`src/hw/rtl/uer_pkg.sv`:
```
// ---------------------------------------------------------------------------
// uer_pkg
// Shared types, constants and register indexes of the ultrasonic echo ranger.
// ---------------------------------------------------------------------------
package uer_pkg;

  // Trigger pulse shape and echo width scale, in ticks.
  localparam int TRIGGER_LOW_TICKS  = 4;
  localparam int TRIGGER_HIGH_TICKS = 10;
  localparam int TICKS_PER_CM       = 58;

  // Field and counter widths.
  localparam int CNT_W       = 16;
  localparam int SINCE_W     = 20;
  localparam int DIST_W      = 10;
  localparam int STATUS_W    = 3;
  localparam int CFG_IDX_W   = 2;
  localparam int CFG_DATA_W  = 20;
  localparam int MAXDIST_W   = 10;
  localparam int HOLDOFF_W   = 20;
  localparam int WAIT_W      = 16;

  localparam logic [CNT_W-1:0]   CNT_MAX   = {CNT_W{1'b1}};
  localparam logic [SINCE_W-1:0] SINCE_MAX = {SINCE_W{1'b1}};

  // Reciprocal for the exact division of a CNT_W-bit width by TICKS_PER_CM.
  localparam int     DIV_SHIFT  = CNT_W + $clog2(TICKS_PER_CM);
  localparam int     DIV_MULT_W = CNT_W + 1;
  localparam longint DIV_MULT   =
    ((longint'(1) << DIV_SHIFT) + TICKS_PER_CM - 1) / TICKS_PER_CM;
  localparam int     DIV_PROD_W = DIV_SHIFT + CNT_W;

  // Configuration register indexes.
  localparam logic [CFG_IDX_W-1:0] REG_MAX_DISTANCE = 2'd0;
  localparam logic [CFG_IDX_W-1:0] REG_HOLDOFF      = 2'd1;
  localparam logic [CFG_IDX_W-1:0] REG_ECHO_WAIT    = 2'd2;

  // Configuration reset values.
  localparam logic [MAXDIST_W-1:0] MAX_DISTANCE_RESET = 10'd400;
  localparam logic [HOLDOFF_W-1:0] HOLDOFF_RESET      = 20'd0;
  localparam logic [WAIT_W-1:0]    ECHO_WAIT_RESET    = 16'd6000;

  // Completion status codes.
  localparam logic [STATUS_W-1:0] STATUS_FRESH     = 3'd0;
  localparam logic [STATUS_W-1:0] STATUS_CACHED    = 3'd1;
  localparam logic [STATUS_W-1:0] STATUS_ECHO_BUSY = 3'd2;
  localparam logic [STATUS_W-1:0] STATUS_NO_ECHO   = 3'd3;
  localparam logic [STATUS_W-1:0] STATUS_TOO_LONG  = 3'd4;

  // One tick of input.
  typedef struct packed {
    logic start_request;
    logic echo_level;
  } tick_t;

  // One result per tick.
  typedef struct packed {
    logic                trigger_level;
    logic                done_res;
    logic [STATUS_W-1:0] status;
    logic [DIST_W-1:0]   distance_cm;
  } result_t;

  // Configuration as seen by the controller.
  typedef struct packed {
    logic [MAXDIST_W-1:0] max_distance_cm;
    logic [HOLDOFF_W-1:0] holdoff_ticks;
    logic [WAIT_W-1:0]    echo_wait_ticks;
    logic [CNT_W-1:0]     echo_limit;
  } cfg_t;

  // Echo width limit in ticks, clamped to the counter range.
  function automatic logic [CNT_W-1:0] echo_limit_of(input logic [MAXDIST_W-1:0] dist_cm);
    logic [MAXDIST_W+8-1:0] prod;
    prod = {8'd0, dist_cm} * (MAXDIST_W + 8)'(TICKS_PER_CM);
    if (prod > (MAXDIST_W + 8)'(CNT_MAX)) begin
      return CNT_MAX;
    end
    return prod[CNT_W-1:0];
  endfunction

endpackage

```
`src/hw/rtl/uer_cfg_regs.sv`:
```
// ---------------------------------------------------------------------------
// uer_cfg_regs
// Configuration registers with the derived echo width limit.
// ---------------------------------------------------------------------------
module uer_cfg_regs (
  input  logic                           clk,
  input  logic                           rst,
  input  logic                           cfg_valid,
  output logic                           cfg_ready,
  input  logic [uer_pkg::CFG_IDX_W-1:0]  cfg_index,
  input  logic [uer_pkg::CFG_DATA_W-1:0] cfg_data,
  output uer_pkg::cfg_t                  cfg
);

  // Writes are always taken.
  assign cfg_ready = 1'b1;

  // Register file; the limit is recomputed whenever the distance is written.
  always_ff @(posedge clk) begin
    if (rst) begin
      cfg.max_distance_cm <= uer_pkg::MAX_DISTANCE_RESET;
      cfg.holdoff_ticks   <= uer_pkg::HOLDOFF_RESET;
      cfg.echo_wait_ticks <= uer_pkg::ECHO_WAIT_RESET;
      cfg.echo_limit      <= uer_pkg::echo_limit_of(uer_pkg::MAX_DISTANCE_RESET);
    end else if (cfg_valid) begin
      unique case (cfg_index)
        uer_pkg::REG_MAX_DISTANCE: begin
          cfg.max_distance_cm <= cfg_data[uer_pkg::MAXDIST_W-1:0];
          cfg.echo_limit      <= uer_pkg::echo_limit_of(cfg_data[uer_pkg::MAXDIST_W-1:0]);
        end
        uer_pkg::REG_HOLDOFF: begin
          cfg.holdoff_ticks <= cfg_data[uer_pkg::HOLDOFF_W-1:0];
        end
        uer_pkg::REG_ECHO_WAIT: begin
          cfg.echo_wait_ticks <= cfg_data[uer_pkg::WAIT_W-1:0];
        end
        default: begin
        end
      endcase
    end
  end

endmodule

```
`src/hw/rtl/uer_div.sv`:
```
// ---------------------------------------------------------------------------
// uer_div
// Converts an echo width in ticks to centimetres by a reciprocal multiply.
// ---------------------------------------------------------------------------
module uer_div (
  input  logic [uer_pkg::CNT_W-1:0]  width,
  output logic [uer_pkg::DIST_W-1:0] dist_cm
);

  logic [uer_pkg::DIV_PROD_W-1:0] prod;

  // The rounded-up reciprocal gives the exact quotient over the counter range.
  assign prod = uer_pkg::DIV_PROD_W'(width)
              * uer_pkg::DIV_PROD_W'(uer_pkg::DIV_MULT[uer_pkg::DIV_MULT_W-1:0]);
  assign dist_cm = prod[uer_pkg::DIV_SHIFT +: uer_pkg::DIST_W];

endmodule

```
`src/hw/rtl/ultrasonic_echo_ranger_core.sv`:
```
// An accepted tick's result is written into the output register when the tick is taken.
// Throughput: one tick per cycle while res_ready is high; the output register refills as it drains.
// Every tick gives exactly one result, set by the single controller state update.
// Reset (rst, synchronous) returns to idle, clears the stored distance and the
// result valid flag, saturates the hold-off count, and reloads the register defaults.
// ---------------------------------------------------------------------------
// ultrasonic_echo_ranger_core
// Trigger pulse generation, echo timing and cached distance answers.
// ---------------------------------------------------------------------------
module ultrasonic_echo_ranger_core (
  input  logic                           clk,
  input  logic                           rst,
  input  logic                           tick_valid,
  output logic                           tick_ready,
  input  uer_pkg::tick_t                 tick,
  output logic                           res_valid,
  input  logic                           res_ready,
  output uer_pkg::result_t               res,
  input  logic                           cfg_valid,
  output logic                           cfg_ready,
  input  logic [uer_pkg::CFG_IDX_W-1:0]  cfg_index,
  input  logic [uer_pkg::CFG_DATA_W-1:0] cfg_data
);

  typedef enum logic [2:0] {
    PH_IDLE,
    PH_TLOW,
    PH_THIGH,
    PH_CHECK,
    PH_WAIT,
    PH_WIDTH
  } phase_t;

  uer_pkg::cfg_t                  cfg;
  phase_t                         phase, phase_next;
  logic [uer_pkg::CNT_W-1:0]      phase_counter, phase_counter_next;
  logic [uer_pkg::SINCE_W-1:0]    since_last, since_last_next;
  logic [uer_pkg::DIST_W-1:0]     stored_distance, stored_distance_next;
  uer_pkg::result_t               res_next;
  logic [uer_pkg::CNT_W-1:0]      count_inc;
  logic [uer_pkg::CNT_W-1:0]      count_sat;
  logic [uer_pkg::DIST_W-1:0]     width_cm;
  logic                           fresh_start;
  logic                           accept;

  uer_cfg_regs u_cfg (
    .clk       (clk),
    .rst       (rst),
    .cfg_valid (cfg_valid),
    .cfg_ready (cfg_ready),
    .cfg_index (cfg_index),
    .cfg_data  (cfg_data),
    .cfg       (cfg)
  );

  uer_div u_div (
    .width   (phase_counter),
    .dist_cm (width_cm)
  );

  // A tick is taken whenever the result register is empty or being drained.
  assign tick_ready = !res_valid || res_ready;
  assign accept     = tick_valid && tick_ready;

  assign count_inc = phase_counter + 1'b1;
  assign count_sat = (phase_counter < uer_pkg::CNT_MAX) ? count_inc : phase_counter;

  // Controller next state and the result of the current tick.
  always_comb begin
    phase_next           = phase;
    phase_counter_next   = phase_counter;
    stored_distance_next = stored_distance;
    fresh_start          = 1'b0;
    res_next             = '0;
    unique case (phase)
      PH_IDLE: begin
        if (tick.start_request) begin
          if (since_last < cfg.holdoff_ticks) begin
            res_next.done_res    = 1'b1;
            res_next.status      = uer_pkg::STATUS_CACHED;
            res_next.distance_cm = stored_distance;
          end else begin
            fresh_start        = 1'b1;
            phase_next         = PH_TLOW;
            phase_counter_next = '0;
          end
        end
      end
      PH_TLOW: begin
        if (count_inc >= uer_pkg::CNT_W'(uer_pkg::TRIGGER_LOW_TICKS)) begin
          phase_next         = PH_THIGH;
          phase_counter_next = '0;
        end else begin
          phase_counter_next = count_inc;
        end
      end
      PH_THIGH: begin
        res_next.trigger_level = 1'b1;
        if (count_inc >= uer_pkg::CNT_W'(uer_pkg::TRIGGER_HIGH_TICKS)) begin
          phase_next         = PH_CHECK;
          phase_counter_next = '0;
        end else begin
          phase_counter_next = count_inc;
        end
      end
      PH_CHECK: begin
        if (tick.echo_level) begin
          res_next.done_res = 1'b1;
          res_next.status   = uer_pkg::STATUS_ECHO_BUSY;
          phase_next        = PH_IDLE;
        end else begin
          phase_next         = PH_WAIT;
          phase_counter_next = uer_pkg::CNT_W'(1);
        end
      end
      PH_WAIT: begin
        if (tick.echo_level) begin
          phase_counter_next = '0;
          if (cfg.echo_limit == '0) begin
            res_next.done_res = 1'b1;
            res_next.status   = uer_pkg::STATUS_TOO_LONG;
            phase_next        = PH_IDLE;
          end else begin
            phase_next = PH_WIDTH;
          end
        end else if (phase_counter >= cfg.echo_wait_ticks) begin
          res_next.done_res = 1'b1;
          res_next.status   = uer_pkg::STATUS_NO_ECHO;
          phase_next        = PH_IDLE;
        end else begin
          phase_counter_next = count_inc;
        end
      end
      PH_WIDTH: begin
        if (tick.echo_level) begin
          phase_counter_next = count_sat;
          if (count_sat >= cfg.echo_limit) begin
            res_next.done_res = 1'b1;
            res_next.status   = uer_pkg::STATUS_TOO_LONG;
            phase_next        = PH_IDLE;
          end
        end else begin
          res_next.done_res    = 1'b1;
          res_next.status      = uer_pkg::STATUS_FRESH;
          res_next.distance_cm = width_cm;
          stored_distance_next = width_cm;
          phase_next           = PH_IDLE;
        end
      end
      default: begin
        phase_next         = PH_IDLE;
        phase_counter_next = '0;
      end
    endcase

    // Ticks since the last fresh start, saturating.
    if (fresh_start) begin
      since_last_next = uer_pkg::SINCE_W'(1);
    end else if (since_last < uer_pkg::SINCE_MAX) begin
      since_last_next = since_last + 1'b1;
    end else begin
      since_last_next = since_last;
    end
  end

  // State and result register.
  always_ff @(posedge clk) begin
    if (rst) begin
      phase           <= PH_IDLE;
      phase_counter   <= '0;
      since_last      <= uer_pkg::SINCE_MAX;
      stored_distance <= '0;
      res_valid       <= 1'b0;
    end else begin
      if (accept) begin
        phase           <= phase_next;
        phase_counter   <= phase_counter_next;
        since_last      <= since_last_next;
        stored_distance <= stored_distance_next;
        res             <= res_next;
        res_valid       <= 1'b1;
      end else if (res_ready) begin
        res_valid <= 1'b0;
      end
    end
  end

endmodule
```
`config.mk`:
```
export PLATFORM = sky130hd
export DESIGN_NAME = ultrasonic_echo_ranger_core
export DESIGN_NICKNAME = d
export VERILOG_FILES = /design/src/hw/rtl/uer_pkg.sv /design/src/hw/rtl/uer_cfg_regs.sv /design/src/hw/rtl/uer_div.sv /design/src/hw/rtl/ultrasonic_echo_ranger_core.sv
export SDC_FILE = /design/constraint.sdc
export NUM_CORES = 1
export LEC_CHECK = 0
export ABC_AREA = 1
export ABC_CLOCK_PERIOD_IN_PS = 7300
export BUFFER_PORTS_ARGS = -buffer_cell sky130_fd_sc_hd__buf_4
export CAP_MARGIN = 20
export CORE_UTILIZATION = 35
export CTS_BUF_LIST = sky130_fd_sc_hd__clkbuf_4
export DETAILED_ROUTE_END_ITERATION = 8
export PLACE_DENSITY = 0.6
export SYNTH_ARGS = -nofsm -noshare
export SYNTH_HDL_FRONTEND = slang
export SYNTH_SLANG_ARGS = --single-unit
```
`constraint.sdc`:
```
create_clock -name clk -period 7.3 [get_ports clk]
set_clock_uncertainty 0.05 [all_clocks]
set_input_delay 1.825 -clock clk [delete_from_list [all_inputs] [get_ports clk]]
set_output_delay 1.825 -clock clk [all_outputs]
set_load 0.02 [all_outputs]
```
== Yosys cells after proc, flatten, opt, wreduce, memory -nomap -nowiden ==
Index checks and enable logic that the tools add are counted.
Widths: inputs -> output; s select.

* Input port bits: 29
* Flip-flop bits (word level): 116
* Output and inout bits: 18
* Word-level logic and storage cells: 97

* Reduce and logical (&&, ||, !) cells: 16
* $add $sub $neg: 2
* Equal/unequal tests: 16
* Multiplexer cells: 40
* $mul: 2
* Order comparisons: 7
* Bitwise gates (word level): 2

{| class="wikitable"
|+ Operators with widths
! cell !! count
|-
| $mux 16 || 9
|-
| $pmux 16 s6 || 1
|-
| $mux 20 || 2
|-
| $ge 16x16->1 || 2
|-
| $mul 16x15->30 const B || 1
|-
| $mux 3 || 10
|-
| $mux 14 || 2
|-
| $mux 4 || 6
|-
| $add 20x1->20 const B || 1
|-
| $lt 20x20->1 || 1
|-
| $lt 20x20->1 const B || 1
|-
| $pmux 10 s2 || 1
|-
| $pmux 3 s6 || 1
|-
| $add 16x1->16 const B || 1
|-
| $ge 16x3->1 const B || 1
|-
| $ge 16x4->1 const B || 1
|-
| $logic_not 16->1 || 1
|-
| $lt 16x16->1 const B || 1
|-
| $pmux 4 s4 || 1
|-
| $mul 10x5->15 const B || 1
|-
| $ne 2x2->1 const B || 6
|-
| $mux 10 || 1
|-
| $reduce_and 2->1 || 5
|-
| $ne 3x3->1 const B || 3
|-
| other kinds (16) || 25
|}

== Depth between registers and ports, before layout ==
* Word-level depth: 6
* Depth in mapped cells: 27
* Depth with buffers taken out: 27

== By module ==
From an unflattened synthesis, not the netlist that was laid out.

* Cell total of the unflattened synthesis: 1873
* Area total of the unflattened synthesis: 13745.7 µm²

{| class="wikitable"
|+ Modules (own cells, without submodules)
! module !! sequential area each (µm²) !! area each (µm²) !! cells an instance !! times used
|-
| ultrasonic_echo_ranger_core || 1451.4 || 5360.1 || 807 || 1
|-
| uer_div || 0.0 || 4977.3 || 641 || 1
|-
| uer_cfg_regs || 1181.1 || 3408.3 || 425 || 1
|}

== Worst setup path after synthesis ==
No wires, ideal clock.

* Kind: register -> register
* Start point: reg phase_counter[12] in the netlist's numbering
* End point: reg res[5] in the netlist's numbering, data pin
* Required time: 6.985 ns
* Clock period less this slack: 5.143 ns
* Path buffers: 0
* Arrival time: 4.828 ns
* Slack: 2.157 ns
* Setup time: 0.265 ns
* Stages on the path, launching flop included: 21
* Cell sequence: dfxtp_1 -> fa_1 -> inv_1 -> fa_1 -> inv_1 -> fa_1 -> fa_1 -> fa_1 -> inv_1 -> fa_1 -> inv_1 -> ha_1 -> a21o_1 -> a21boi_0 -> o21ai_0 -> a21boi_0 -> nand2_1 -> nand2_1 -> nand2_1 -> nand2_1 -> o21ai_0

{| class="wikitable"
|+ RTL lines
! what !! RTL line !! RTL
|-
| start, declared || ultrasonic_echo_ranger_core.sv:36 || <nowiki>logic [uer_pkg::CNT_W-1:0] phase_counter, phase_counter_next;</nowiki>
|-
| start signal, assigned || ultrasonic_echo_ranger_core.sv:177 || <nowiki>phase_counter <= phase_counter_next;</nowiki>
|-
| end signal, assigned || ultrasonic_echo_ranger_core.sv:180 || <nowiki>res <= res_next;</nowiki>
|-
| end, declared || ultrasonic_echo_ranger_core.sv:18 || <nowiki>output uer_pkg::result_t res,</nowiki>
|}

==> out/metrics.csv <==
stage;metric;value;unit
worst_setup_path;worst_setup_path_start_kind;flop;
finish;layout-drive-gt1-share;6.20;%
place;detailed_place_hpwl;27500;microns
die;die_w;194;microns
clock_tree;htree_levels;4;
clock_tree;cts_buffers;17;
run;cap_violations;0;
logic_synthesis;syn-instance-count;1711;
place;place.gp.congestion;0.923;
timing;fin_crit;5.83;ns
finish;fillers;3819;
die;ios;47;
worst_setup_path;worstPathCellList;ha_1 -> inv_1 -> fa_1 -> inv_1 -> fa_1 -> fa_1 -> fa_1 -> inv_1 -> fa_1 -> inv_1 -> ha_1 -> a21o_1 -> a21oi_1 -> o21ai_0 -> a21boi_0 -> nand2_1 -> nand2_1 -> nand2_1 -> nand2_1 -> o21ai_0;
grt;grt_usage;19.1;%
routing;drtAntennaViolNets;0;
die;initial_utilization;35.4;%
power;ir_worst_vdd;0.0779;mV
timing;hold_viol_final;0;
clock_tree;cts_max_path_buffers;2;
grt;grt_remaining_overflow;0;
clock_tree;clk-insertion-delay-late;0.57;ns
grt;antenna_found_initial;1;
worst_setup_path;path_common_cell;fa_1;
worst_setup_path;critPathMaxFanout;13;
logic_synthesis;synth_area_per_cell;7.56;sq um
logic_synthesis;syn_nets;2038;
logic_synthesis;synth_top_area_share;19.2;%
logic_synthesis;ys_types;46;
finish;final_util;38.3;%
routing;drt_wl_total;33900;microns
clock_tree;cts_resized;0;
timing;tns;0;ns
clock_tree;root_buffer;clkbuf_4;
clock_tree;cts_tree;done;
worst_setup_path;critPathMaxStageDelay;0.77;ns
worst_setup_path;crit_buf_inv;4;
worst_setup_path;end_kind;flop;
power;p_leak;7.55;nW
die;die_area;37700;sq um
logic_synthesis;yosysWarningCount;0;
finish;fin_nets;2072;
logic_synthesis;ys_ff_latch;116;
clock_tree;post_cts_buffers;0;
power;power.density;145;nW/um^2
worst_setup_path;worstPathRequired;7.55;ns
timing;max_slew_margin;34.5;%
timing;worst_pin_slew;0.981;ns
worst_setup_path;critPathKind;flop to flop;
routing;dr.pass1.iters;5;
routing;drcViolationCount;0;
clock_tree;clk_pin_slew;0.12;ns
routing;vias;11039;
logic_synthesis;ys_seq_area_share;19.1;%
min_path;hold_class;flop to flop;
logic_synthesis;synth.largest_area_cell;ha_1;
timing;rsz0062_at_grt;false;
timing;fin_crit_sh;79.8;%
die;core-area;36500;sq um
grt;grt_max_degree;69;
routing;via_per_inst;4.96;
status;outcome;finished clean;
clock_tree;postCtsHoldBufs;0;
timing;fmax;172;MHz
grt;grt_pass1_wl;57300;microns
grt;grt_pass1_vias;11212;
die;die_h;194;microns
die;rows;70;
routing;wl_per_cell;15.2;microns
routing;drt_iter0_markers;698;
clock_tree;cts.sinks;116;
place;numPortBuffers;45;
worst_setup_path;path_delay_family;adder cells;
logic_synthesis;yosys-top-cells-area;ha_1, dfxtp_1, fa_1, inv_1, nand2_1;
logic_synthesis;synth_area;12900;sq um
worst_setup_path;cp.arrival;6.08;ns
finish;syn_to_final_growth;8.06;%
worst_setup_path;cp_slowest_cell;dfxtp_1;
timing;setup_viol;0;
timing;drv_slew;0;
## layout by cell type (no fill, tap or decap), types with 12 or more instances in the layout
master | netlist | layout
a21o_1 | 12 | 12
a21oi_1 | 134 | 134
buf_4 | 2 | 50
clkbuf_4 | 0 | 18
dfxtp_1 | 101 | 101
edfxtp_1 | 15 | 15
fa_1 | 99 | 99
ha_1 | 199 | 199
inv_1 | 369 | 368
nand2_1 | 297 | 297
nand3_1 | 64 | 64
nand3b_1 | 12 | 12
nand4_1 | 31 | 31
nor2_1 | 94 | 94
nor3_1 | 21 | 21
o211ai_1 | 28 | 28
o21ai_0 | 87 | 87
xor2_1 | 21 | 21
## power breakdown
group	total [mW]	internal (mW)	switching (mW)
sequential	0.771	0.705	0.0659
clock	0.444	0.169	0.274
combinational	0.818	0.292	0.525
total	2.03	1.17	0.866
## cells by family (layout without fill, tap and decap cells)
family                   Yosys count  after routing  share of synthesized area, %
XOR/XNOR                          29             29                          1.96
AO/OA/AOI/OAI                    303            303                          13.2
AND/OR/NAND/NOR                  554            554                          18.9
flip-flops                       116            116                          19.1
buffers and inverters            410            457                          12.2
adder cells (fa/ha/maj)          298            298                          34.6
other                              1              2                        0.0290
## cells in the mapped netlist (all sizes together)
cell / n
xnor2: 8
a31oi: 5
clkbuf: 21
nor4b: 1
nand3: 65
o31ai: 11
a211oi: 1
xor2: 21
o21ai: 91
nor3: 24
conb: 1
or2: 2
nor4: 9
a32o: 1
inv: 375
fa: 99
a21o: 12
nand2: 304
o32ai: 2
a21oi: 134
nand4: 32
dfxtp: 101
o21a: 2
buf: 14
o21bai: 11
ha: 199
o211ai: 28
a21boi: 3
edfxtp: 15
and2: 3
nand3b: 12
nor2: 102
o22ai: 2
## flip-flops by register name, summed over array words and instances (netlist names)
name,cells
stored_distance,10
phase,3
since_last,20
u_cfg.cfg,51
res_valid,1
res,15
phase_counter,16
## routing by layer
metal  global-route usage [%]  vias up  share of wire, %
met5                        0        -                 0
met4                     5.38        0               1.9
met3                     2.24       34               3.5
met2                     32.9      191                48
met1                     25.0     5211                47
li1                         -     5603                 -
## through the flow
stage	power, mW	instance area, sq um	hold slack [ns]	setup slack (ns)	std cells
after CTS	2.06	14000	0.420	1.50	2226
after global routing	2.21	14000	0.445	1.08	2227
after detailed placement	1.60	13700	0.400	1.55	2194
final	2.03	14000	0.419	1.47	2227
after global placement	1.58	13700	0.389	1.59	2194
after floorplan	1.38	12900	0.374	2.16	1711
## cell type report
cell class / instances / area [sq um] / share of cell area (%)
timing repair buffer: 50 / 375 / 2.69
clock buffer: 18 / 135 / 0.967
inverter: 375 / 1410 / 10.1
antenna: 1 / 2.50 / 0.0179
tap: 468 / 586 / 4.19
clock inverter: 14 / 111 / 0.797
multi-input combinational: 1185 / 8880 / 63.6
sequential: 116 / 2470 / 17.7
## tightest hold or removal path, stage by stage (launching register included)
cell and delay (ns):
dfxtp_1 0.32, inv_1 0.06, a21oi_1 0.05
## worst paths after layout
path                   endpoint  cells after the start        startpoint  slack (ns)
hold / removal    u_cfg.cfg[42]                      2     u_cfg.cfg[42]        0.42
hold reg to reg   u_cfg.cfg[42]                      2     u_cfg.cfg[42]        0.42
setup / recovery         res[5]                     20  phase_counter[8]        1.47
setup reg to reg         res[5]                     20  phase_counter[8]        1.47
(Power assumes the default switching activity.)
